<file path="src/rtl/catmull_rom_spline_eval_defines.svh">
// assertion macros for the catmull-rom spline evaluator
// expects clk and arst_n in the scope of each use
`ifndef CATMULL_ROM_SPLINE_EVAL_DEFINES_SVH
`define CATMULL_ROM_SPLINE_EVAL_DEFINES_SVH

// same-cycle implication, off while in reset
`define CRS_ASSERT_IMP(name, ante, cons, msg) \
	name: assert property (@(posedge clk) disable iff (!arst_n) (ante) |-> (cons)) \
		else $error(msg);

// next-cycle implication, off while in reset
`define CRS_ASSERT_NXT(name, ante, cons, msg) \
	name: assert property (@(posedge clk) disable iff (!arst_n) (ante) |=> (cons)) \
		else $error(msg);

`endif

</file>
<file path="src/rtl/crs_pkg.sv">
// shared types and constants for the catmull-rom spline evaluator
// no dependencies
package crs_pkg;

	localparam int COORD_W = 32;
	localparam int PARAM_W = 17;
	localparam int COUNT_W = 7;
	localparam int SLOT_W  = 6;
	localparam int FRAC_W  = 16;

	// coefficient and accumulator widths, sized to the worst-case point values
	localparam int E01_W  = 33;
	localparam int E2_W   = 36;
	localparam int ACC_W  = 37;
	localparam int PROD_W = 54;

	localparam logic [COUNT_W-1:0] COUNT_MIN   = 7'd4;
	localparam logic [COUNT_W-1:0] COUNT_RESET = 7'd4;
	localparam logic [PARAM_W-1:0] PARAM_ONE   = 17'h10000;

	localparam logic ACT_WRITE = 1'b0;
	localparam logic ACT_EVAL  = 1'b1;

	typedef struct packed {
		logic                      action;
		logic [SLOT_W-1:0]         point_index;
		logic signed [COORD_W-1:0] point_x;
		logic signed [COORD_W-1:0] point_y;
		logic signed [COORD_W-1:0] point_z;
		logic [PARAM_W-1:0]        curve_param;
	} in_word_t;

	typedef struct packed {
		logic signed [COORD_W-1:0] curve_x;
		logic signed [COORD_W-1:0] curve_y;
		logic signed [COORD_W-1:0] curve_z;
	} out_word_t;

	typedef struct packed {
		logic signed [COORD_W-1:0] x;
		logic signed [COORD_W-1:0] y;
		logic signed [COORD_W-1:0] z;
	} point_t;

	// coefficient added after each horner multiply
	typedef enum logic [1:0] {
		STEP_E2 = 2'd0,
		STEP_E1 = 2'd1,
		STEP_E0 = 2'd2
	} horner_step_t;

	typedef struct packed {
		logic         load;
		logic [1:0]   slot;
		logic         coef;
		logic         mul;
		logic         add;
		horner_step_t step;
	} lane_ctl_t;

endpackage

</file>
<file path="src/rtl/crs_lane.sv">
// one coordinate lane: point registers, coefficients and a shared horner multiplier
// depends on crs_pkg
module crs_lane (
	input  logic                              clk,
	input  crs_pkg::lane_ctl_t                ctl,
	input  logic signed [crs_pkg::COORD_W-1:0] rd_coord,
	input  logic [crs_pkg::PARAM_W-1:0]        u,
	output logic signed [crs_pkg::ACC_W-1:0]   acc
);
	import crs_pkg::*;

	localparam int PF_W = ACC_W + PARAM_W + 1;

	logic signed [COORD_W-1:0]     p_q [4];
	logic signed [E2_W-1:0]        x0, x1, x2, x3, d12;
	logic signed [E2_W-1:0]        e3_full, e2_full, e1_full, e0_full;
	logic signed [E2_W-1:0]        e2_q;
	logic signed [E01_W-1:0]       e1_q, e0_q;
	logic signed [ACC_W-1:0]       acc_q;
	logic signed [PF_W-1:0]        prod_full;
	logic signed [PROD_W-1:0]      prod_q;
	logic signed [PROD_W-1:0]      rnd_sum;
	logic signed [ACC_W-1:0]       e_sel;

	always_comb begin
		x0  = E2_W'(p_q[0]);
		x1  = E2_W'(p_q[1]);
		x2  = E2_W'(p_q[2]);
		x3  = E2_W'(p_q[3]);
		d12 = x1 - x2;
		e3_full = x3 - x0 + d12 + (d12 <<< 1);
		e2_full = (x0 <<< 1) - (x1 <<< 2) - x1 + (x2 <<< 2) - x3;
		e1_full = x2 - x0;
		e0_full = x1 <<< 1;
	end

	assign prod_full = PF_W'(acc_q) * PF_W'($signed({1'b0, u}));

	// round half up before dropping the fraction
	assign rnd_sum = prod_q + PROD_W'(32'sd32768);

	always_comb begin
		unique case (ctl.step)
			STEP_E2: e_sel = ACC_W'(e2_q);
			STEP_E1: e_sel = ACC_W'(e1_q);
			STEP_E0: e_sel = ACC_W'(e0_q);
			default: e_sel = '0;
		endcase
	end

	always_ff @(posedge clk) begin
		if (ctl.load) begin
			p_q[ctl.slot] <= rd_coord;
		end
		if (ctl.coef) begin
			acc_q <= ACC_W'(e3_full);
			e2_q  <= e2_full;
			e1_q  <= e1_full[E01_W-1:0];
			e0_q  <= e0_full[E01_W-1:0];
		end else if (ctl.add) begin
			acc_q <= $signed(rnd_sum[ACC_W+FRAC_W-1:FRAC_W]) + e_sel;
		end
		if (ctl.mul) begin
			prod_q <= prod_full[PROD_W-1:0];
		end
	end

	assign acc = acc_q;

endmodule

</file>
<file path="config.mk">
export PLATFORM = sky130hd
export DESIGN_NAME = crs_lane
export DESIGN_NICKNAME = d
export VERILOG_FILES = /design/src/rtl/catmull_rom_spline_eval_defines.svh /design/src/rtl/crs_pkg.sv /design/src/rtl/crs_lane.sv
export SDC_FILE = /design/constraint.sdc
export NUM_CORES = 2
export LEC_CHECK = 0
export ABC_AREA = 0
export BUFFER_PORTS_ARGS = -buffer_cell sky130_fd_sc_hd__buf_4
export CORE_MARGIN = 2
export CORE_UTILIZATION = 40
export DETAILED_ROUTE_END_ITERATION = 16
export GPL_TIMING_DRIVEN = 0
export RECOVER_POWER = 100
export SYNTH_ARGS = -nofsm -noshare
export SYNTH_HDL_FRONTEND = slang
export SYNTH_SLANG_ARGS = --single-unit
</file>
<file path="constraint.sdc">
create_clock -name clk -period 19 [get_ports clk]
set_input_delay 0.95 -clock clk [delete_from_list [all_inputs] [get_ports clk]]
set_output_delay 0.95 -clock clk [all_outputs]
set_load 0.05 [all_outputs]
</file>
==> impl_results.md <==
* CTS buffer count at 31
* Worst Clk Skew at approximately 0.013 ns
* Core area at ~110000 sq um
* Post-CTS sizing at 0
* Post-DRT Antenna Nets at 0
* Area fraction of the dominant cell type after synthesis at 0.341
* Initial core utilization at 0.404
* Setup CP Type: in -> reg
* Highest clock rate at roughly 120 MHz
* Post-DP HPWL at about 100000 microns
* Vias after detailed routing at between 30000 and 40000
* Critical Path Start: u[13]
* Die Ht at about 340 microns
* Vias per inst at between 5 and 6
* Antenna violations before repair at 2
* Worst-path cell chain: clkbuf_1, clkbuf_1, nand2_1, fa_1, inv_1, fa_1, fa_1, fa_1, fa_1, inv_1, fa_1, inv_1, ha_1, and3_1, and2_0, nand4_1, a21oi_1, o21ai_0, a31o_1, or4_1, a21oi_1, xnor2_1
* CTS Hold Bufs at 0
* Top area cells in the synthesized netlist: fa_1 34%, edfxtp_1 21%, inv_1 8.6%, ha_1 8.4%, nand2_1 4.6%
* CTS H-Tree Depth at 1
* Clk root buf: clkbuf_16
* First-pass iteration count of the detailed router at 5
* Die area at 112000 sq um
* Syn Nets at between 5000 and 6000
* Worst Setup End Kind: register
* Vias in the first global route at 32400
* Clk_lat worst skew at around 0.60 ns
* Violated checks: max-capacitance violations, max-slew violations
* Min cycle time layout at a little over 8 ns
* Tcrit/Tclk final at 0.436
* Unrepaired setup endpoints after global routing: no
* CP peak stage delay at ~0.78 ns
* Synth warn at 0
* Leading cell types in the layout, fill and taps excluded: 1001 x inv_1, 748 x fa_1, 544 x nand2_1, 304 x edfxtp_1, 294 x ha_1
* Syn Inst Count at 4522
* Clock Sinks at ~300
* Reg2Reg Depth at 21
* DR WL/cell at about 19 microns
* CTS tree: done
* Async SR Flop Fraction at 0
* Crit path DAT at around 8.6 ns
* Routed Wire Length at ~120000 microns
* First-pass GRT wire length at ~190000 microns
* Total track usage at 0.215
* IO Pins at 95
* Most frequent cell on the critical path: fa_1
* Mean area per synthesized cell at around 10 sq um
* Yosys cell types at 76
* Status: complete, but fails checks
* Commonest non-fill, non-tap cell in the layout: inv_1
* DR DRC count at 0
* Reg2reg end: prod_q[48]
* Drt initial violations at ~1900
* Largest area contributor in the netlist: fa_1
* # setup viols final at 0
* FF-to-FF Start: acc[13]
* Number of setup buffers added after CTS at 0
* RD Place Congestion at ~0.94
* GRT Residual Overflow at 0
* Post-synth EDFFs at 304
* Ant diodes at 0
* Nets at 5741
* Buffers on Ports at 79
* Placement Cell Area at between 40000 and 50000 sq um
* Sequential share of the synthesized area at 0.208
* Max-slew violations at around 270
* # Max-Cap Violations at 7
* Worst slew pin tran at 3.91 ns
* Critical Path Slowest Stage Cell: clkbuf_1
* CP max FO at 10
* Share of layout cells above drive strength 1 at 0.0169
* Hold WC Path Type: reg -> reg
* Largest net degree at the start of global routing at about 110
* CP endpoint: prod_q[48]
* Setup tns final at 0 ns
* Mapped Area at about 44000 sq um
* Crit path depth at 22
* Synth Register Bits at between 300 and 400
* HP Start: p_q[1][0]
* Worst path bufs/invs at 5
* FF-to-FF setup slack at 11.23 ns
* Num rows at between 100 and 150
* Ys flop type: edfxtp_1
* Type of origin of the critical path: input port
* Crit-path leading delay family: adder cells
* Required @ worst endpoint at slightly below 20 ns
* Slew Limit Headroom at -1.61
* Final hold violation count at 0
* CTS clk-pin slew, worst paths at ~0.06 ns
* Final Cell Area at approximately 47000 sq um
* Die W at between 300 and 400 microns
* Layout overhead on the synthesized area at 7.13%
* Clk buf depth at 3
[cells in the mapped netlist (all sizes together), types with 4 or more instances]
master and count:
a21o 85, nand2 544, a21oi 160, nor2 134, mux2i 44, a31o 6
a211o 6, a211oi 17, a311oi 7, nor3b 5, nor2b 18, o21bai 19
edfxtp 304, nand2b 32, xor2 76, or2 12, mux2 4, ha 294
o2111ai 4, o211ai 9, nor4 10, and2 266, buf 6, fa 748
nor3 32, nand4 20, or3 14, a41o 4, a21boi 14, and3 34
inv 1001, a31oi 11, o31ai 16, a2111oi 5, nand3 42, xnor2 143
o22ai 5, o21ai 149, o21a 33, or4 4, o311ai 6, o31a 5
clkbuf 123, and4 10
[worst reg2reg max path, stage by stage (launching register included)]
cell and delay [ns]:
edfxtp_1 0.76, clkbuf_1 0.62, nand2_1 0.17, fa_1 0.57
inv_1 0.06, fa_1 0.48, fa_1 0.59, fa_1 0.46
fa_1 0.54, inv_1 0.06, fa_1 0.48, inv_1 0.04
ha_1 0.33, and3_1 0.19, and2_0 0.24, nand4_1 0.12
a21oi_1 0.35, o21ai_0 0.27, a31o_1 0.35, or4_1 0.52
a21oi_1 0.18, xnor2_1 0.11
[per-layer routing]
metal / up-vias / wire length (microns) / GRT usage
met5: - / 11 / 0
met4: 2 / 3820 / 0.0615
met3: 166 / 5660 / 0.0169
met2: 759 / 54700 / 0.356
met1: 15500 / 53300 / 0.303
li1: 14400 / - / -
[logic make-up after synthesis]
kind of cell / synth area share
AO/OA/AOI/OAI: 0.0872
XOR/XNOR: 0.0437
adder cells (fa/ha/maj): 0.425
buffers and inverters: 0.0967
flip-flops: 0.208
multiplexers: 0.0111
AND/OR/NAND/NOR: 0.129
[sequential cells by signal, summed over array words and instances (netlist names)]
| signal | cells |
|---|---|
| prod_q | 38 |
| e1_q | 33 |
| e2_q | 36 |
| acc | 37 |
| p_q | 128 |
| e0_q | 32 |
[final cells by class]
type	count	area (sq um)
buffer	129	485
clock buffer	33	783
clock inverter	22	262
fill	10600	61800
inverter	1002	3760
multi-input combinational	3087	30500
sequential	304	9130
tap	1414	1770
timing repair buffer	86	345
[per-stage QoR]
| stage | instances | hold slack [ns] | worst slack (ns) | util |
|---|---|---|---|---|
| after detailed placement | 6021 | 0.582 | 10.34 | 0.426 |
| after floorplan | 4522 | 0.493 | 12.05 | - |
| after global placement | 6015 | 0.560 | 10.31 | 0.425 |
| final | 6077 | 0.583 | 10.72 | 0.432 |
| after global routing | 6077 | 0.612 | 10.45 | 0.432 |
| after CTS | 6076 | 0.516 | 10.94 | 0.436 |
[worst min-delay path by stage]
stage | endpoint | depth (start not counted)
final | e0_q[1] | 0
after global routing | p_q[1][1] | 1
after CTS | p_q[1][0] | 1
after detailed placement | e0_q[1] | 0
after global placement | e0_q[1] | 0
after floorplan | e0_q[1] | 0
Power is not shown: default switching activity piles up to over one toggle a cycle in this logic, so the estimate is an artifact.
