## config.mk

```make
export PLATFORM = sky130hd
export DESIGN_NAME = crs_addr
export DESIGN_NICKNAME = d
export VERILOG_FILES = /design/src/rtl/catmull_rom_spline_eval_defines.svh /design/src/rtl/crs_pkg.sv /design/src/rtl/crs_addr.sv
export SDC_FILE = /design/constraint.sdc
export NUM_CORES = 1
export LEC_CHECK = 0
export ABC_AREA = 1
export BUFFER_PORTS_ARGS = -buffer_cell sky130_fd_sc_hd__buf_2
export CORE_MARGIN = 5
export CORE_UTILIZATION = 55
export DETAILED_ROUTE_END_ITERATION = 16
export MAX_ROUTING_LAYER = met4
export PLACE_DENSITY_LB_ADDON = 0.1
export RECOVER_POWER = 25
export SLEW_MARGIN = 20
export SYNTH_ARGS = -nofsm -noshare
export SYNTH_HDL_FRONTEND = slang
export SYNTH_SLANG_ARGS = --single-unit
export TNS_END_PERCENT = 50
```

## constraint.sdc

```tcl
create_clock -name vclk -period 9.4
set_clock_uncertainty 0.15 [all_clocks]
set_input_delay 0.94 -clock vclk [all_inputs]
set_output_delay 0.94 -clock vclk [all_outputs]
set_load 0.01 [all_outputs]
```

## src/rtl/catmull_rom_spline_eval_defines.svh

```systemverilog
// assertion macros for the catmull-rom spline evaluator
// expects clk and arst_n in the scope of each use
`ifndef CATMULL_ROM_SPLINE_EVAL_DEFINES_SVH
`define CATMULL_ROM_SPLINE_EVAL_DEFINES_SVH

// same-cycle implication, off while in reset
`define CRS_ASSERT_IMP(name, ante, cons, msg) \
	name: assert property (@(posedge clk) disable iff (!arst_n) (ante) |-> (cons)) \
		else $error(msg);

// next-cycle implication, off while in reset
`define CRS_ASSERT_NXT(name, ante, cons, msg) \
	name: assert property (@(posedge clk) disable iff (!arst_n) (ante) |=> (cons)) \
		else $error(msg);

`endif

```

## src/rtl/crs_pkg.sv

```systemverilog
// shared types and constants for the catmull-rom spline evaluator
// no dependencies
package crs_pkg;

	localparam int COORD_W = 32;
	localparam int PARAM_W = 17;
	localparam int COUNT_W = 7;
	localparam int SLOT_W  = 6;
	localparam int FRAC_W  = 16;

	// coefficient and accumulator widths, sized to the worst-case point values
	localparam int E01_W  = 33;
	localparam int E2_W   = 36;
	localparam int ACC_W  = 37;
	localparam int PROD_W = 54;

	localparam logic [COUNT_W-1:0] COUNT_MIN   = 7'd4;
	localparam logic [COUNT_W-1:0] COUNT_RESET = 7'd4;
	localparam logic [PARAM_W-1:0] PARAM_ONE   = 17'h10000;

	localparam logic ACT_WRITE = 1'b0;
	localparam logic ACT_EVAL  = 1'b1;

	typedef struct packed {
		logic                      action;
		logic [SLOT_W-1:0]         point_index;
		logic signed [COORD_W-1:0] point_x;
		logic signed [COORD_W-1:0] point_y;
		logic signed [COORD_W-1:0] point_z;
		logic [PARAM_W-1:0]        curve_param;
	} in_word_t;

	typedef struct packed {
		logic signed [COORD_W-1:0] curve_x;
		logic signed [COORD_W-1:0] curve_y;
		logic signed [COORD_W-1:0] curve_z;
	} out_word_t;

	typedef struct packed {
		logic signed [COORD_W-1:0] x;
		logic signed [COORD_W-1:0] y;
		logic signed [COORD_W-1:0] z;
	} point_t;

	// coefficient added after each horner multiply
	typedef enum logic [1:0] {
		STEP_E2 = 2'd0,
		STEP_E1 = 2'd1,
		STEP_E0 = 2'd2
	} horner_step_t;

	typedef struct packed {
		logic         load;
		logic [1:0]   slot;
		logic         coef;
		logic         mul;
		logic         add;
		horner_step_t step;
	} lane_ctl_t;

endpackage

```

## src/rtl/crs_addr.sv

```systemverilog
// segment select: local parameter and the four clamped point slots
// depends on crs_pkg
module crs_addr #(
	parameter int MAX_POINTS = 64
) (
	input  logic [crs_pkg::COUNT_W-1:0]    point_count,
	input  logic [crs_pkg::PARAM_W-1:0]    curve_param,
	output logic [$clog2(MAX_POINTS)-1:0] idx [4],
	output logic [crs_pkg::PARAM_W-1:0]    u
);
	import crs_pkg::*;

	localparam int AW = $clog2(MAX_POINTS);
	localparam int SW = PARAM_W + COUNT_W;

	logic [COUNT_W-1:0]      n;
	logic [COUNT_W-1:0]      n_m1;
	logic [COUNT_W-1:0]      n_m2;
	logic [SW-1:0]           s;
	logic [SW-FRAC_W-1:0]    seg_raw;
	logic [COUNT_W-1:0]      seg;
	logic [SW-1:0]           frac;
	logic [COUNT_W:0]        seg_p1;
	logic [COUNT_W:0]        seg_p2;
	logic [COUNT_W-1:0]      i0;
	logic [COUNT_W:0]        i2;
	logic [COUNT_W:0]        i3;

	always_comb begin
		priority if (point_count < COUNT_MIN) begin
			n = COUNT_MIN;
		end else if (32'(point_count) > MAX_POINTS) begin
			n = COUNT_W'(MAX_POINTS);
		end else begin
			n = point_count;
		end
		n_m1 = n - 7'd1;
		n_m2 = n - 7'd2;

		s       = SW'(curve_param) * SW'(n_m1);
		seg_raw = s[SW-1:FRAC_W];
		if ({1'b0, n_m2} < seg_raw) begin
			seg = n_m2;
		end else begin
			seg = seg_raw[COUNT_W-1:0];
		end

		frac = s - {1'b0, seg, {FRAC_W{1'b0}}};
		if (frac > SW'(PARAM_ONE)) begin
			u = PARAM_ONE;
		end else begin
			u = frac[PARAM_W-1:0];
		end

		// neighbours clamp to the first and last point in use
		seg_p1 = {1'b0, seg} + 8'd1;
		seg_p2 = {1'b0, seg} + 8'd2;
		i0 = (seg == '0) ? '0 : seg - 7'd1;
		i2 = (seg_p1 < {1'b0, n_m1}) ? seg_p1 : {1'b0, n_m1};
		i3 = (seg_p2 < {1'b0, n_m1}) ? seg_p2 : {1'b0, n_m1};

		idx[0] = AW'(i0);
		idx[1] = AW'(seg);
		idx[2] = AW'(i2);
		idx[3] = AW'(i3);
	end

endmodule

```

==> flow_results.xml <==
<?xml version="1.0" encoding="UTF-8"?>
<metrics>
  <group name="status">
    <metric name="outcome" unit="">finished with violations</metric>
    <metric name="failing_checks" unit="">setup timing</metric>
  </group>
  <group name="die">
    <metric name="design.core.area" unit="sq um">10900</metric>
    <metric name="dieWidth" unit="microns">115</metric>
    <metric name="floorplan.initialDensity" unit="">0.561</metric>
    <metric name="floorplan.io_pins" unit="">65</metric>
    <metric name="fp-row-count" unit="">38</metric>
    <metric name="fp.dieArea" unit="sq um">13300</metric>
    <metric name="dieHeight" unit="microns">115</metric>
  </group>
  <group name="place">
    <metric name="placed_cells" unit="">1274</metric>
    <metric name="place_hpwl" unit="microns">14900</metric>
    <metric name="port_buffers" unit="">65</metric>
    <metric name="finalWeightedCongestion" unit="">0.963</metric>
    <metric name="post_dp_cell_area" unit="sq um">7730</metric>
  </group>
  <group name="global_route">
    <metric name="grt_pass1_vias" unit="">6456</metric>
    <metric name="grt_antenna_before_repair" unit="">0</metric>
    <metric name="top_usage_layer" unit="">met2</metric>
    <metric name="gr-usage-all-layers" unit="">0.288</metric>
    <metric name="pin_count_of_the_biggest_net_entering_global_routing" unit="">19</metric>
    <metric name="grt_pass1_wl" unit="microns">30500</metric>
    <metric name="met3_usage" unit="">0.0376</metric>
    <metric name="global_route.usage.met1" unit="">0.404</metric>
    <metric name="grt_remaining_overflow" unit="">0</metric>
    <metric name="groute.layer.met2.usage" unit="">0.454</metric>
  </group>
  <group name="worst_setup_path">
    <metric name="critPathSlowestCell" unit="">fa_1</metric>
    <metric name="worst_path_required" unit="ns">8.31</metric>
    <metric name="critical_path_class" unit="">in -&gt; out</metric>
    <metric name="setup.worst_path.start_class" unit="">input port</metric>
    <metric name="cp-end-kind" unit="">output pin</metric>
    <metric name="max_stage_delay" unit="ns">0.53</metric>
    <metric name="timing.critical_path.arrival" unit="ns">8.61</metric>
    <metric name="cp_num_buf_inv" unit="">14</metric>
    <metric name="worst_path_dominant_cell_family" unit="">adder cells</metric>
    <metric name="critical_path.max_fanout" unit="">8</metric>
    <metric name="critPathLaunch" unit="">point_count[3]</metric>
    <metric name="crit_top_cell" unit="">inv_2</metric>
  </group>
  <group name="run">
    <metric name="drv_cap" unit="">0</metric>
  </group>
  <group name="sta">
    <metric name="hold_viol" unit="">0</metric>
    <metric name="post-route-worst-setup-slack" unit="ns">-0.301</metric>
    <metric name="report.final.setup_viol" unit="">28</metric>
    <metric name="clock.fmax" unit="GHz">0.103</metric>
    <metric name="finalMaxSlewViolations" unit="">0</metric>
    <metric name="rsz0062_at_grt" unit="">yes</metric>
    <metric name="period_needed" unit="ns">9.70</metric>
    <metric name="finalCritPeriodShare" unit="">1.03</metric>
  </group>
  <group name="min_path">
    <metric name="hold_path.startpoint" unit="">curve_param[0]</metric>
    <metric name="hold_class" unit="">in -&gt; out</metric>
    <metric name="hold_path_end" unit="">u[0]</metric>
    <metric name="worst_hold_path.num_cells" unit="">4</metric>
  </group>
  <group name="synthesis">
    <metric name="synth_top_cell_area_share" unit="">0.242</metric>
    <metric name="ys_top_cells_by_area" unit="">fa_1 (24%), nand2_1 (16%), inv_1 (13%), ha_1 (13%), nor2_1 (8.1%)</metric>
    <metric name="yosys.cell_types.count" unit="">38</metric>
    <metric name="synth.cell_area" unit="sq um">6110</metric>
    <metric name="synthCells" unit="">978</metric>
    <metric name="yosysWarningCount" unit="">0</metric>
    <metric name="syn_avg_cell_area" unit="sq um">6.25</metric>
    <metric name="mappedNetlistNets" unit="">1139</metric>
    <metric name="yosysTopAreaCell" unit="">fa_1</metric>
    <metric name="synth_sequential_area_ratio" unit="">0</metric>
  </group>
  <group name="route">
    <metric name="wirelength" unit="microns">19000</metric>
    <metric name="wire_per_inst" unit="microns">14.5</metric>
    <metric name="route.detailed.drc" unit="">0</metric>
    <metric name="drtPass1Iterations" unit="">5</metric>
    <metric name="total_number_of_vias" unit="">6754</metric>
    <metric name="postRouteAntennaNets" unit="">0</metric>
    <metric name="via_density" unit="">5.15</metric>
    <metric name="drt_first_iter_violations" unit="">516</metric>
  </group>
  <group name="finish">
    <metric name="layoutNonFillerInstCount" unit="">1312</metric>
    <metric name="register_area" unit="sq um">0</metric>
    <metric name="synthToLayoutAreaGrowth" unit="%">40.0</metric>
    <metric name="layout.clock_buffers" unit="">0</metric>
    <metric name="final_nets" unit="">1335</metric>
    <metric name="final_layout_size_suffix_gt1_frac" unit="">0.341</metric>
    <metric name="n_antenna_cell" unit="">0</metric>
    <metric name="fin_area" unit="sq um">8550</metric>
    <metric name="n_sequential_cell" unit="">0</metric>
  </group>
  <group name="clock_network">
    <metric name="ctsHoldBuffers" unit="">0</metric>
  </group>
</metrics>
cell usage in the layout, fill, tap and decap left out, types with 4 or more instances in the layout:
cell	n
a21oi_1	18
a21oi_2	8
buf_12	4
buf_2	49
buf_4	128
buf_6	22
fa_1	73
ha_1	43
ha_4	19
inv_1	191
inv_2	33
inv_4	4
nand2_1	230
nand2_2	27
nand2_4	16
nand3_1	61
nand3_2	7
nand3b_1	5
nand4_1	11
nor2_1	106
nor2_2	20
nor2_4	27
o211ai_1	5
o21ai_4	6
xnor2_1	11
xor2_1	9
xor2_2	4
synthesized netlist by cell type (all sizes together):
library cell / instances
a21oi: 26
a31oi: 3
buf: 5
clkbuf: 8
conb: 1
fa: 74
ha: 63
inv: 231
nand2: 274
nand3: 71
nand3b: 6
nand4: 13
nor2: 153
nor3: 5
nor4: 1
o211ai: 6
o21ai: 11
o31ai: 1
or2: 2
xnor2: 11
xor2: 13
layer usage:
metal / vias up / share of wire
met5: - / 0
met1: 3121 / 0.44
li1: 3328 / -
met4: 0 / 0.021
met3: 38 / 0.070
met2: 267 / 0.47
cell type report:
| cell class | count | area [sq um] |
|---|---|---|
| timing repair buffer | 205 | 1580 |
| multi-input combinational | 736 | 5910 |
| fill | 812 | 2330 |
| tap | 140 | 175 |
| inverter | 231 | 893 |
what timing repair did:
item	in CTS	in global routing
pin swaps	66	45
endpoints found under the setup margin	28	34
setup buffers	29	6
gates cloned	3	0
resized for setup	83	38
through the flow:
step	setup WS [ns]	setup TNS, ns	utilization	hold slack [ns]
finish	-0.301	-5.60	0.786	2.22
global route	-0.691	-16.44	0.786	2.23
CTS	-0.0428	-0.792	0.767	2.20
detailed placement	-0.372	-6.22	0.710	2.20
global placement	-0.305	-4.23	0.710	2.20
floorplan	0.000318	0	-	1.85
worst max-delay path by stage:
stage	end	slack [ns]	cells past startpoint
2_1_floorplan	u[11]	0.0003	54
3_3_place_gp	idx[1]	-0.31	51
3_5_place_dp	idx[1]	-0.37	53
4_1_cts	u[3]	-0.04	54
5_1_grt	u[5]	-0.69	54
6_report	u[5]	-0.30	52
cells by family after synthesis:
family,share of synthesized area
fa+ha+maj,0.371
other cells,0.000614
buf+inv,0.155
simple gates,0.388
compound gates,0.0508
xor+xnor,0.0344
Power is not shown: default switching activity piles up to over one toggle a cycle in this logic, so the estimate is an artifact.
