===== config.mk =====
export PLATFORM = sky130hd
export DESIGN_NAME = crs_merge
export DESIGN_NICKNAME = d
export VERILOG_FILES = /design/src/rtl/catmull_rom_spline_eval_defines.svh /design/src/rtl/crs_pkg.sv /design/src/rtl/crs_merge.sv
export SDC_FILE = /design/constraint.sdc
export NUM_CORES = 1
export LEC_CHECK = 0
export ABC_AREA = 1
export BUFFER_PORTS_ARGS = -buffer_cell sky130_fd_sc_hd__buf_2
export CORE_MARGIN = 3
export CORE_UTILIZATION = 40
export CTS_CLUSTER_DIAMETER = 80
export DETAILED_ROUTE_END_ITERATION = 7
export GPL_TIMING_DRIVEN = 0
export PLACE_DENSITY = 0.68
export SLEW_MARGIN = 10
export SYNTH_ARGS = -nofsm -noshare
export SYNTH_HDL_FRONTEND = slang
export SYNTH_SLANG_ARGS = --single-unit

===== constraint.sdc =====
create_clock -name clk -period 1.5 [get_ports clk]
set_input_delay 0.3 -clock clk [delete_from_list [all_inputs] [get_ports clk]]
set_output_delay 0.3 -clock clk [all_outputs]
set_load 0.03 [all_outputs]

===== src/rtl/catmull_rom_spline_eval_defines.svh =====
// assertion macros for the catmull-rom spline evaluator
// expects clk and arst_n in the scope of each use
`ifndef CATMULL_ROM_SPLINE_EVAL_DEFINES_SVH
`define CATMULL_ROM_SPLINE_EVAL_DEFINES_SVH

// same-cycle implication, off while in reset
`define CRS_ASSERT_IMP(name, ante, cons, msg) \
	name: assert property (@(posedge clk) disable iff (!arst_n) (ante) |-> (cons)) \
		else $error(msg);

// next-cycle implication, off while in reset
`define CRS_ASSERT_NXT(name, ante, cons, msg) \
	name: assert property (@(posedge clk) disable iff (!arst_n) (ante) |=> (cons)) \
		else $error(msg);

`endif


===== src/rtl/crs_pkg.sv =====
// shared types and constants for the catmull-rom spline evaluator
// no dependencies
package crs_pkg;

	localparam int COORD_W = 32;
	localparam int PARAM_W = 17;
	localparam int COUNT_W = 7;
	localparam int SLOT_W  = 6;
	localparam int FRAC_W  = 16;

	// coefficient and accumulator widths, sized to the worst-case point values
	localparam int E01_W  = 33;
	localparam int E2_W   = 36;
	localparam int ACC_W  = 37;
	localparam int PROD_W = 54;

	localparam logic [COUNT_W-1:0] COUNT_MIN   = 7'd4;
	localparam logic [COUNT_W-1:0] COUNT_RESET = 7'd4;
	localparam logic [PARAM_W-1:0] PARAM_ONE   = 17'h10000;

	localparam logic ACT_WRITE = 1'b0;
	localparam logic ACT_EVAL  = 1'b1;

	typedef struct packed {
		logic                      action;
		logic [SLOT_W-1:0]         point_index;
		logic signed [COORD_W-1:0] point_x;
		logic signed [COORD_W-1:0] point_y;
		logic signed [COORD_W-1:0] point_z;
		logic [PARAM_W-1:0]        curve_param;
	} in_word_t;

	typedef struct packed {
		logic signed [COORD_W-1:0] curve_x;
		logic signed [COORD_W-1:0] curve_y;
		logic signed [COORD_W-1:0] curve_z;
	} out_word_t;

	typedef struct packed {
		logic signed [COORD_W-1:0] x;
		logic signed [COORD_W-1:0] y;
		logic signed [COORD_W-1:0] z;
	} point_t;

	// coefficient added after each horner multiply
	typedef enum logic [1:0] {
		STEP_E2 = 2'd0,
		STEP_E1 = 2'd1,
		STEP_E0 = 2'd2
	} horner_step_t;

	typedef struct packed {
		logic         load;
		logic [1:0]   slot;
		logic         coef;
		logic         mul;
		logic         add;
		horner_step_t step;
	} lane_ctl_t;

endpackage


===== src/rtl/crs_merge.sv =====
// merge stage: halves and saturates the three lane results into one output word
// depends on crs_pkg
module crs_merge (
	input  logic                              clk,
	input  logic                              arst_n,
	input  logic                              load,
	input  logic signed [crs_pkg::ACC_W-1:0]   acc [3],
	output logic                              free,
	output logic                              out_valid,
	input  logic                              out_stall,
	output crs_pkg::out_word_t                out_data
);
	import crs_pkg::*;

	localparam logic signed [ACC_W-1:0] SAT_HI = ACC_W'(2147483647);
	localparam logic signed [ACC_W-1:0] SAT_LO = ~SAT_HI;

	logic               out_valid_q;
	out_word_t          out_data_q;

	function automatic logic signed [COORD_W-1:0] half_sat(input logic signed [ACC_W-1:0] a);
		logic signed [ACC_W-1:0] inc;
		logic signed [ACC_W-1:0] half;
		inc  = a + ACC_W'(1);
		half = inc >>> 1;
		if (half > SAT_HI) begin
			half = SAT_HI;
		end else if (half < SAT_LO) begin
			half = SAT_LO;
		end
		return half[COORD_W-1:0];
	endfunction

	assign free = !out_valid_q || !out_stall;

	always_ff @(posedge clk or negedge arst_n) begin
		if (!arst_n) begin
			out_valid_q <= 1'b0;
		end else if (load) begin
			out_valid_q <= 1'b1;
		end else if (!out_stall) begin
			out_valid_q <= 1'b0;
		end
	end

	always_ff @(posedge clk) begin
		if (load) begin
			out_data_q.curve_x <= half_sat(acc[0]);
			out_data_q.curve_y <= half_sat(acc[1]);
			out_data_q.curve_z <= half_sat(acc[2]);
		end
	end

	assign out_valid = out_valid_q;
	assign out_data  = out_data_q;

endmodule


==> results of run 1 <==
[where the power goes]
group / total [mW] / internal [mW] / switching [mW]
sequential: 3.33 / 3.27 / 0.0593
clock: 2.40 / 1.44 / 0.968
combinational: 2.16 / 0.753 / 1.41
total: 7.89 / 5.46 / 2.43
[final cells by class]
cell class / instances / area, µm² / share of cell area [%]
Clock buffer: 10 / 229.0 / 2.313
Inverter: 74 / 280.3 / 2.831
Tap cell: 216 / 270.3 / 2.730
Multi-Input combinational cell: 687 / 4111 / 41.53
Clock inverter: 5 / 71.32 / 0.7204
Buffer: 18 / 217.7 / 2.199
Sequential cell: 97 / 2908 / 29.37
Timing Repair Buffer: 281 / 1812 / 18.30
[what timing repair did]
item / CTS / global route
gates cloned: 13 / 2
setup buffers: 33 / 20
endpoints found under the hold margin: 1 / 0
hold buffers: 1 / 0
resized for setup: 172 / 141
setup endpoints to repair: 93 / 93
pin swaps: 53 / 68
[registers in the layout, indices dropped and copies added (netlist names)]
name       flops
out_data      96
out_valid      1
[cells by family (layout without fill, tap and decap cells)]
family	Yosys count	after routing	synth area share, %
flops	97	97	43.66
fa+ha+maj	3	3	0.5637
buf+inv	92	388	6.650
xor+xnor	91	91	12.25
simple gates	591	591	36.67
compound gates	2	2	0.2066
[synthesized netlist by cell type]
library cell / instances / area share, %
xnor2_4: 1 / 0.41
nand2_1: 379 / 21
inv_1: 73 / 4.1
inv_2: 1 / 0.056
nor2_2: 9 / 0.85
and2_1: 2 / 0.19
dfrtp_1: 1 / 0.38
edfxtp_1: 96 / 43
nor2_1: 121 / 6.8
ha_1: 3 / 0.56
nor4_1: 4 / 0.38
nand3_1: 35 / 2.6
nand3b_1: 8 / 0.90
buf_2: 6 / 0.45
nand2_2: 7 / 0.66
nor2_4: 5 / 0.85
nor3_1: 4 / 0.30
nand4_1: 15 / 1.4
xor2_1: 59 / 7.8
a21oi_1: 1 / 0.075
buf_6: 12 / 2.0
o21ai_2: 1 / 0.13
nand2_4: 2 / 0.34
xnor2_1: 31 / 4.1
[worst min-delay path: cells and delay by family]
kind | cells | cell delay [ns]
buf+inv | 1 | 0.07
simple gates | 2 | 0.10
[metrics by stage]
stage               cell area, µm²  hold WS (ns)  power (mW)  utilization [%]
global placement              8100       0.07586       5.140            50.26
global route                  9899        0.1714       8.241            61.43
floorplan                     6769      0.004409       4.477                -
CTS                           9265        0.1588       7.762            57.49
detailed placement            8130       0.07677       5.156            50.45
finish                        9899        0.1657       7.895            61.43
[how the worst max path moves through the flow]
| stage | from | cells after the start | to |
|---|---|---|---|
| floorplan | acc[38] | 13 | out_data[33] |
| global placement | load | 1 | out_data[2] |
| detailed placement | acc[38] | 14 | out_data[43] |
| CTS | acc[37] | 14 | out_data[43] |
| global route | acc[37] | 14 | out_data[48] |
| finish | acc[37] | 14 | out_data[50] |
[metal layers]
| metal | wire length [µm] | share of wire, % | global-route usage, % |
|---|---|---|---|
| met2 | 10300 | 51 | 35.80 |
| met1 | 8203 | 41 | 25.37 |
| met3 | 1242 | 6.1 | 3.800 |
| met4 | 477 | 2.4 | 8.119 |
| met5 | 0 | 0 | 0 |
==> impl_metrics.py, run 1 <==
metrics = {
    "hold_path": {
        "min_delay_path_depth": 3,
        "min_to": "out_valid",
        "hp-class": "input port to flip-flop",
        "hp-start": "out_stall",
    },
    "setup_path": {
        "reg2reg_from": "out_valid",
        "rrSetupSlack_ns": 0.91,
        "critPathCaptureType": "flip-flop",
        "reg2reg_to": "out_valid",
        "reg2regPathDepth": 2,
        "cp_max_fo": 7,
        "worstPathRequired_ns": 1.60,
        "cp.arrival_ns": 1.87,
        "crit_path_frequent_cell": "nand2_4",
        "slowest_stage": "xnor2_4",
        "cpPeakStageDelay_ns": 0.25,
        "path_delay_family": "simple AND/OR/NAND/NOR gates",
        "setup.worst_path.class": "input port to flip-flop",
        "crit_chain": "buf_8 > ha_4 > nand2_4 > nor2_4 > nand2_2 > nor2_4 > nand2_4 > nor2_4 > nand2_4 > xnor2_4 > nand2_4 > buf_6 > nand2_2 > nand2_1",
        "worst-path-buf-inv": 2,
        "start_kind": "input port",
    },
    "floorplan": {
        "io_pins": 213,
        "core_mm2": 0.01612,
        "die_h_um": 135.0,
        "die_w_um": 135.0,
        "die_area_mm2": 0.01823,
        "row_count": 46,
        "initial_core_util_pct": 41.33,
    },
    "logic_synthesis": {
        "synthCells": 876,
        "synthesis.area_mm2": 0.006660,
        "synth_nets": 994,
        "ys_seq_area_share_pct": 43.66,
        "ys_seq_elements": 97,
        "synth_cell_types": 24,
        "ys_warn_count": 0,
        "syn_area_per_cell_um2": 7.603,
    },
    "detailed_routing": {
        "routedWlPerCell_um": 14.57,
        "dr.pass1.iters": 5,
        "drt_iter0_markers": 444,
        "vias": 6674,
        "drc": 0,
        "ant_nets": 0,
        "wirelength_um": 20230,
        "via_per_inst": 4.808,
    },
    "placement": {
        "gp_congestion": 0.9267,
        "port_buffers": 212,
        "dpl.hpwl_um": 13970,
        "place_ws_ns": -0.7917,
        "dp_cells": 1305,
    },
    "run_status": {
        "outcome": "finished, violations left",
        "violations": "negative setup slack",
    },
    "power": {
        "vdd.ir_drop.worst_mv": 0.5108,
        "p_leak_nw": 4.451,
        "power_density_mw_per_mm2": 797.5,
    },
    "layout": {
        "layout.nets": 1286,
        "area_growth_pct": 48.64,
        "diodes": 0,
        "fin_cells": 1388,
        "final_common_cell": "nand2_1",
        "layout-drive-gt1-share_pct": 45.65,
        "final_cell_mix": "nand2_1 (228), buf_2 (194), nand2_2 (132)",
        "fill_cells": 1399,
    },
    "clocking": {
        "cts_buffers": 9,
        "cts_tree": "yes",
        "clk_pin_slew_ns": 0.06,
        "cts_max_level": 3,
        "clk_latency_ns": 0.34,
        "cts_root_buf": "clkbuf_16",
        "clockBufferDepth": 2,
        "cts.sinks": 97,
    },
    "timing": {
        "rsz0062_at_grt": "true",
        "max_freq_mhz": 563.9,
        "period_share_pct": 118.2,
        "fin_setup_tns_ns": -18.78,
        "drv_slew": 0,
        "hold_viol": 0,
        "maxSlewHeadroom_pct": 59.65,
        "layout_min_cycle_time_ns": 1.773,
        "tightest_slew_ns": 0.6053,
        "setup_viol": 93,
        "fin_skew_ns": 0,
        "worst_slack_ns": -0.2734,
    },
    "grt": {
        "grt_remaining_overflow": 0,
        "grt_pass1_wl_um": 29890,
        "antenna_found_initial": 0,
        "grt_max_degree": 57,
        "grt_pass1_vias": 6263,
        "track_usage_pct": 20.60,
    },
    "run": {
        "max-cap-violations": 0,
    },
}
Power figures use the tool's default switching activity.
==> run 2: changes to the inputs <==
--- a/config.mk
+++ b/config.mk
@@ -12,8 +12,10 @@
 export CTS_CLUSTER_DIAMETER = 80
 export DETAILED_ROUTE_END_ITERATION = 7
 export GPL_TIMING_DRIVEN = 0
-export PLACE_DENSITY = 0.68
+export PLACE_DENSITY = 0.71
+export REMOVE_ABC_BUFFERS = 1
 export SLEW_MARGIN = 10
 export SYNTH_ARGS = -nofsm -noshare
 export SYNTH_HDL_FRONTEND = slang
 export SYNTH_SLANG_ARGS = --single-unit
+export TNS_END_PERCENT = 10
==> constraint.sdc (replaced) <==
create_clock -name clk -period 1.44 [get_ports clk]
set_input_delay 0.288 -clock clk [delete_from_list [all_inputs] [get_ports clk]]
set_output_delay 0.288 -clock clk [all_outputs]
set_load 0.03 [all_outputs]
==> run 2 against run 1 <==
Against the previous run: the run still ends with negative setup slack left; first-iteration DRC count increased by 4.1%; sequential share of layout area increased by 1.0 points; final area decreased by 3.4%; combinational power decreased by 3%; largest cell class unchanged; highest routed layer unchanged; clock-buffer cell count decreased by 1; sequential power increased by 4%; routed wire length increased by 2.7%; sequential cell count unchanged; register-to-register slack got worse by 0.06 ns.
==> impl_metrics.py, run 2 (synthesized netlist as in run 1, its figures left out) <==
metrics = {
    "timing": {
        "worst_slack_ns": -0.3057,
        "hold_viol": 0,
        "rsz0062_at_grt": "true",
        "drv_slew": 0,
        "fin_setup_tns_ns": -18.22,
        "tightest_slew_ns": 0.6501,
        "max_freq_mhz": 572.8,
        "period_share_pct": 121.2,
        "fin_skew_ns": 0,
        "setup_viol": 93,
        "maxSlewHeadroom_pct": 56.66,
        "layout_min_cycle_time_ns": 1.746,
    },
    "grt": {
        "grt_pass1_vias": 6441,
        "grt_remaining_overflow": 0,
        "grt_max_degree": 51,
        "grt_pass1_wl_um": 31690,
        "antenna_found_initial": 0,
        "track_usage_pct": 21.92,
    },
    "detailed_routing": {
        "wirelength_um": 20780,
        "routedWlPerCell_um": 15.21,
        "dr.pass1.iters": 7,
        "ant_nets": 0,
        "drc": 0,
        "drt_iter0_markers": 462,
        "vias": 6784,
        "via_per_inst": 4.966,
    },
    "layout": {
        "layout-drive-gt1-share_pct": 37.13,
        "final_cell_mix": "nand2_1 (310), buf_2 (204), edfxtp_1 (96)",
        "multi_input_area_mm2": 0.004141,
        "layout.nets": 1263,
        "fill_cells": 1424,
        "post-route-cell-area_mm2": 0.009565,
        "diodes": 0,
        "final_common_cell": "nand2_1",
        "largest_reg_flops": 96,
        "area_growth_pct": 43.62,
        "seqCellArea_mm2": 0.002908,
    },
    "setup_path": {
        "reg2reg_from": "out_valid",
        "cp_max_fo": 8,
        "critPathCaptureType": "flip-flop",
        "setup.worst_path.class": "input port to flip-flop",
        "cp.arrival_ns": 1.84,
        "endpoint": "out_data[16]",
        "worstPathRequired_ns": 1.54,
        "startpoint": "acc[0]",
        "start_kind": "input port",
        "reg2regPathDepth": 2,
        "rrSetupSlack_ns": 0.85,
        "reg2reg_to": "out_valid",
    },
    "placement": {
        "port_buffers": 212,
        "gp_congestion": 0.9094,
        "placed_cell_area_mm2": 0.007856,
        "dpl.hpwl_um": 13320,
    },
    "power": {
        "p_leak_nw": 4.266,
        "vdd.ir_drop.worst_mv": 0.4906,
        "power_density_mw_per_mm2": 884.3,
    },
    "floorplan": {
        "die_h_um": 135.0,
        "core_mm2": 0.01612,
        "die_w_um": 135.0,
        "initial_core_util_pct": 41.33,
        "die_area_mm2": 0.01823,
        "row_count": 46,
        "io_pins": 213,
    },
    "clocking": {
        "cts_root_buf": "clkbuf_16",
        "cts_buffers": 9,
        "cts_tree": "yes",
        "clockBufferDepth": 2,
        "cts_max_level": 3,
        "clk_latency_ns": 0.35,
        "clk_pin_slew_ns": 0.07,
        "cts.sinks": 97,
    },
    "hold_path": {
        "hp-class": "input port to flip-flop",
        "hp-start": "out_stall",
    },
    "run_status": {
        "violations": "negative setup slack",
        "outcome": "finished, violations left",
    },
    "run": {
        "max-cap-violations": 0,
    },
}
-- run 2: changes by cell type in the layout (fill, tap and decap cells not counted), sizes merged --
| cell | previous run | this run |
|---|---|---|
| buf | 296 | 259 |
| bufinv | 2 | 3 |
| clkbuf | 12 | 10 |
| clkinv | 3 | 1 |
| inv | 74 | 77 |
| nand2 | 388 | 399 |
| nand3 | 35 | 38 |
| o21ai | 1 | 2 |
-- run 2: through the flow --
step | power, mW | hold WS, ns | setup WS, ns | utilization [%] | instances
after global routing | 8.811 | 0.1751 | -0.3358 | 59.36 | 1366
after global placement | 5.265 | 0.06267 | -1.425 | 48.56 | 1286
after detailed placement | 5.281 | 0.06422 | -1.535 | 48.75 | 1287
final | 8.459 | 0.1545 | -0.3057 | 59.36 | 1366
after floorplan | 4.588 | -0.007591 | -0.7146 | - | 858
after CTS | 8.434 | 0.1451 | -0.2456 | 57.33 | 1352
-- run 2: area by class of cell --
type / count / area share, %
well taps: 216 / 2.825
inverters: 74 / 3.113
clock buffers: 9 / 2.354
clock inverters: 7 / 1.387
flip-flops and latches: 97 / 30.40
repair buffers: 261 / 16.63
multi-input cells: 702 / 43.30
-- run 2: worst max-delay path, cell delays in order --
cell	delay (ns)
buf_8	0.08
ha_4	0.14
nand2_4	0.05
nor2_4	0.09
nand2_2	0.08
nor2_4	0.16
buf_6	0.13
nand2_2	0.06
nand2_2	0.09
nand2_4	0.08
a21oi_4	0.15
nand2_4	0.12
nand3_4	0.23
nand2_2	0.07
-- run 2: how the worst min path moves through the flow --
stage | endpoint | cells after the start
after global placement | out_valid | 1
after detailed placement | out_valid | 1
after floorplan | out_valid | 0
final | out_valid | 3
after CTS | out_valid | 3
after global routing | out_valid | 3
-- run 2: power breakdown --
part | total (mW) | leakage, nW | internal [mW] | switching (mW)
combinational | 2.10 | 3.14 | 0.670 | 1.43
clock | 2.89 | 0.174 | 1.73 | 1.16
sequential | 3.46 | 0.956 | 3.40 | 0.0599
total | 8.46 | 4.27 | 5.81 | 2.65
-- run 2: what timing repair did --
action                                  4_1_cts  5_1_grt
endpoints found under the hold margin         1        0
pin swaps                                    60       41
hold buffers                                  1        0
gates cloned                                 15        1
endpoints found under the setup margin       95       95
buffers inserted                             34       13
resized for setup                           129       72
-- run 2: per-layer routing --
metal	vias up	share of wire, %	wire (µm)	GRT usage, %
met1	3082	40	8284	27.55
li1	3330	-	-	-
met2	312	48	9958	36.41
met5	-	0	0	0
met3	60	8.8	1820	5.142
met4	0	3.5	717	9.127
==> run 3: changes to the inputs <==
--- a/config.mk
+++ b/config.mk
@@ -7,6 +7,7 @@
 export LEC_CHECK = 0
 export ABC_AREA = 1
 export BUFFER_PORTS_ARGS = -buffer_cell sky130_fd_sc_hd__buf_2
+export CORE_ASPECT_RATIO = 0.9
 export CORE_MARGIN = 3
 export CORE_UTILIZATION = 40
 export CTS_CLUSTER_DIAMETER = 80
==> run 3 against run 2 <==
Against the previous run: the run still ends with negative setup slack left; fmax increased by 1.0%; clock power decreased by 15%; clock skew unchanged; worst setup slack improved by 0.018 ns; first-iteration DRC count increased by 18%; power decreased by 5.6%; critical path depth unchanged; non-clock buffer count decreased by 6; core utilization decreased by 2.1 points; routed wire length increased by 0.46%; critical path type unchanged.
==> impl_metrics.py, run 3 (synthesized netlist as in run 1, its figures left out) <==
metrics = {
    "floorplan": {
        "die_h_um": 128.4,
        "io_pins": 213,
        "core_mm2": 0.01624,
        "initial_core_util_pct": 41.01,
        "die_w_um": 142.0,
        "row_count": 44,
        "die_area_mm2": 0.01824,
    },
    "clocking": {
        "cts.sinks": 97,
        "clk_pin_slew_ns": 0.08,
        "cts_tree": "yes",
        "cts_max_level": 3,
        "cts_buffers": 9,
        "clockBufferDepth": 2,
        "clk_latency_ns": 0.36,
        "cts_root_buf": "clkbuf_16",
    },
    "detailed_routing": {
        "ant_nets": 0,
        "via_per_inst": 5.007,
        "drc": 0,
        "wirelength_um": 20880,
        "dr.pass1.iters": 7,
        "vias": 6764,
        "routedWlPerCell_um": 15.45,
        "drt_iter0_markers": 544,
    },
    "layout": {
        "area_growth_pct": 39.68,
        "fill_cells": 1455,
        "multi_input_area_mm2": 0.004028,
        "seqCellArea_mm2": 0.002908,
        "layout.nets": 1257,
        "final_common_cell": "nand2_1",
        "post-route-cell-area_mm2": 0.009303,
        "final_cell_mix": "nand2_1 (328), buf_2 (205), edfxtp_1 (96)",
        "largest_reg_flops": 96,
        "diodes": 0,
        "layout-drive-gt1-share_pct": 34.88,
    },
    "grt": {
        "track_usage_pct": 22.10,
        "grt_remaining_overflow": 0,
        "grt_max_degree": 55,
        "grt_pass1_vias": 6419,
        "grt_pass1_wl_um": 32150,
        "antenna_found_initial": 0,
    },
    "placement": {
        "gp_congestion": 0.9272,
        "dpl.hpwl_um": 13470,
        "place_ws_ns": -1.451,
        "port_buffers": 212,
        "placed_cell_area_mm2": 0.007845,
    },
    "setup_path": {
        "reg2regPathDepth": 2,
        "reg2reg_from": "out_valid",
        "worstPathRequired_ns": 1.54,
        "cp_max_fo": 8,
        "reg2reg_to": "out_valid",
        "cp.arrival_ns": 1.83,
        "critPathCaptureType": "flip-flop",
        "rrSetupSlack_ns": 0.82,
        "start_kind": "input port",
        "setup.worst_path.class": "input port to flip-flop",
    },
    "timing": {
        "layout_min_cycle_time_ns": 1.728,
        "maxSlewHeadroom_pct": 61.68,
        "period_share_pct": 120.0,
        "worst_slack_ns": -0.2877,
        "max_freq_mhz": 578.8,
        "hold_viol": 0,
        "drv_slew": 0,
        "rsz0062_at_grt": "true",
        "fin_skew_ns": 0,
        "setup_viol": 94,
        "tightest_slew_ns": 0.5748,
    },
    "run_status": {
        "violations": "negative setup slack",
        "outcome": "finished, violations left",
    },
    "power": {
        "power_density_mw_per_mm2": 858.5,
        "p_total_mw": 7.986,
        "p_leak_nw": 4.199,
        "vdd.ir_drop.worst_mv": 0.6586,
    },
    "hold_path": {
        "min_to": "out_valid",
        "hp-start": "out_stall",
        "min_delay_path_depth": 3,
        "hp-class": "input port to flip-flop",
    },
    "run": {
        "max-cap-violations": 0,
    },
}
-- run 3: cell types whose count changed in the layout (fill, tap and decap cells not counted), sizes merged --
cell	before	now
buf	259	254
bufinv	3	0
clkinv	1	3
clkbuf	10	9
inv	77	78
-- run 3: critical path: stages --
cell,delay (ns)
buf_8,0.08
ha_4,0.14
nand2_4,0.05
nor2_4,0.09
nand2_2,0.08
nor2_4,0.17
buf_4,0.16
nand2_1,0.06
nand2_1,0.08
nand2_2,0.07
a21oi_2,0.16
nand2_4,0.13
nand3_4,0.18
nand2_1,0.09
-- run 3: worst max-delay path by stage --
stage                       start  cells past startpoint            to  slack [ns]
final                      acc[0]                     14  out_data[15]       -0.29
after global routing      acc[42]                     13  out_data[49]       -0.35
after CTS                 acc[38]                     14  out_data[55]       -0.23
after detailed placement   acc[0]                     12  out_data[15]       -1.45
after global placement    acc[74]                     11  out_data[73]       -1.41
after floorplan            acc[0]                     10   out_data[0]       -0.71
-- run 3: through the flow --
step	TNS, ns	instances	hold WS, ns	util [%]
finish	-20.78	1351	0.1506	57.28
CTS	-15.13	1344	0.1286	55.99
detailed placement	-116.69	1278	0.06382	48.31
global route	-28.18	1351	0.1648	57.28
floorplan	-59.32	858	-0.007591	-
global placement	-198.19	1277	0.06328	48.12
-- run 3: cell type report --
class,instances,share of cell area (%)
repair buffers,255,16.18
multi-input cells,702,43.30
flip-flops and latches,97,31.26
well taps,207,2.784
clock inverters,7,0.8473
inverters,74,3.215
clock buffers,9,2.421
-- run 3: where the power goes --
| group | switching [mW] | internal [mW] | total (mW) |
|---|---|---|---|
| registers | 0.0634 | 3.40 | 3.47 |
| logic | 1.41 | 0.640 | 2.05 |
| clock network | 1.23 | 1.24 | 2.47 |
| total | 2.70 | 5.28 | 7.99 |
-- run 3: timing repair --
item | 4_1_cts | 5_1_grt
buffers inserted | 35 | 6
setup endpoints to repair | 95 | 95
pin swaps | 47 | 33
endpoints found under the hold margin | 1 | 0
cloned | 14 | 1
resized for setup | 119 | 48
hold buffers | 1 | 0
-- run 3: metal layers --
| layer | vias to the layer above | share of wire (%) | track usage [%] |
|---|---|---|---|
| met5 | - | 0 | 0 |
| met4 | 0 | 1.8 | 7.167 |
| met3 | 40 | 8.0 | 5.017 |
| met2 | 305 | 49 | 37.50 |
| met1 | 3104 | 41 | 28.07 |
| li1 | 3315 | - | - |
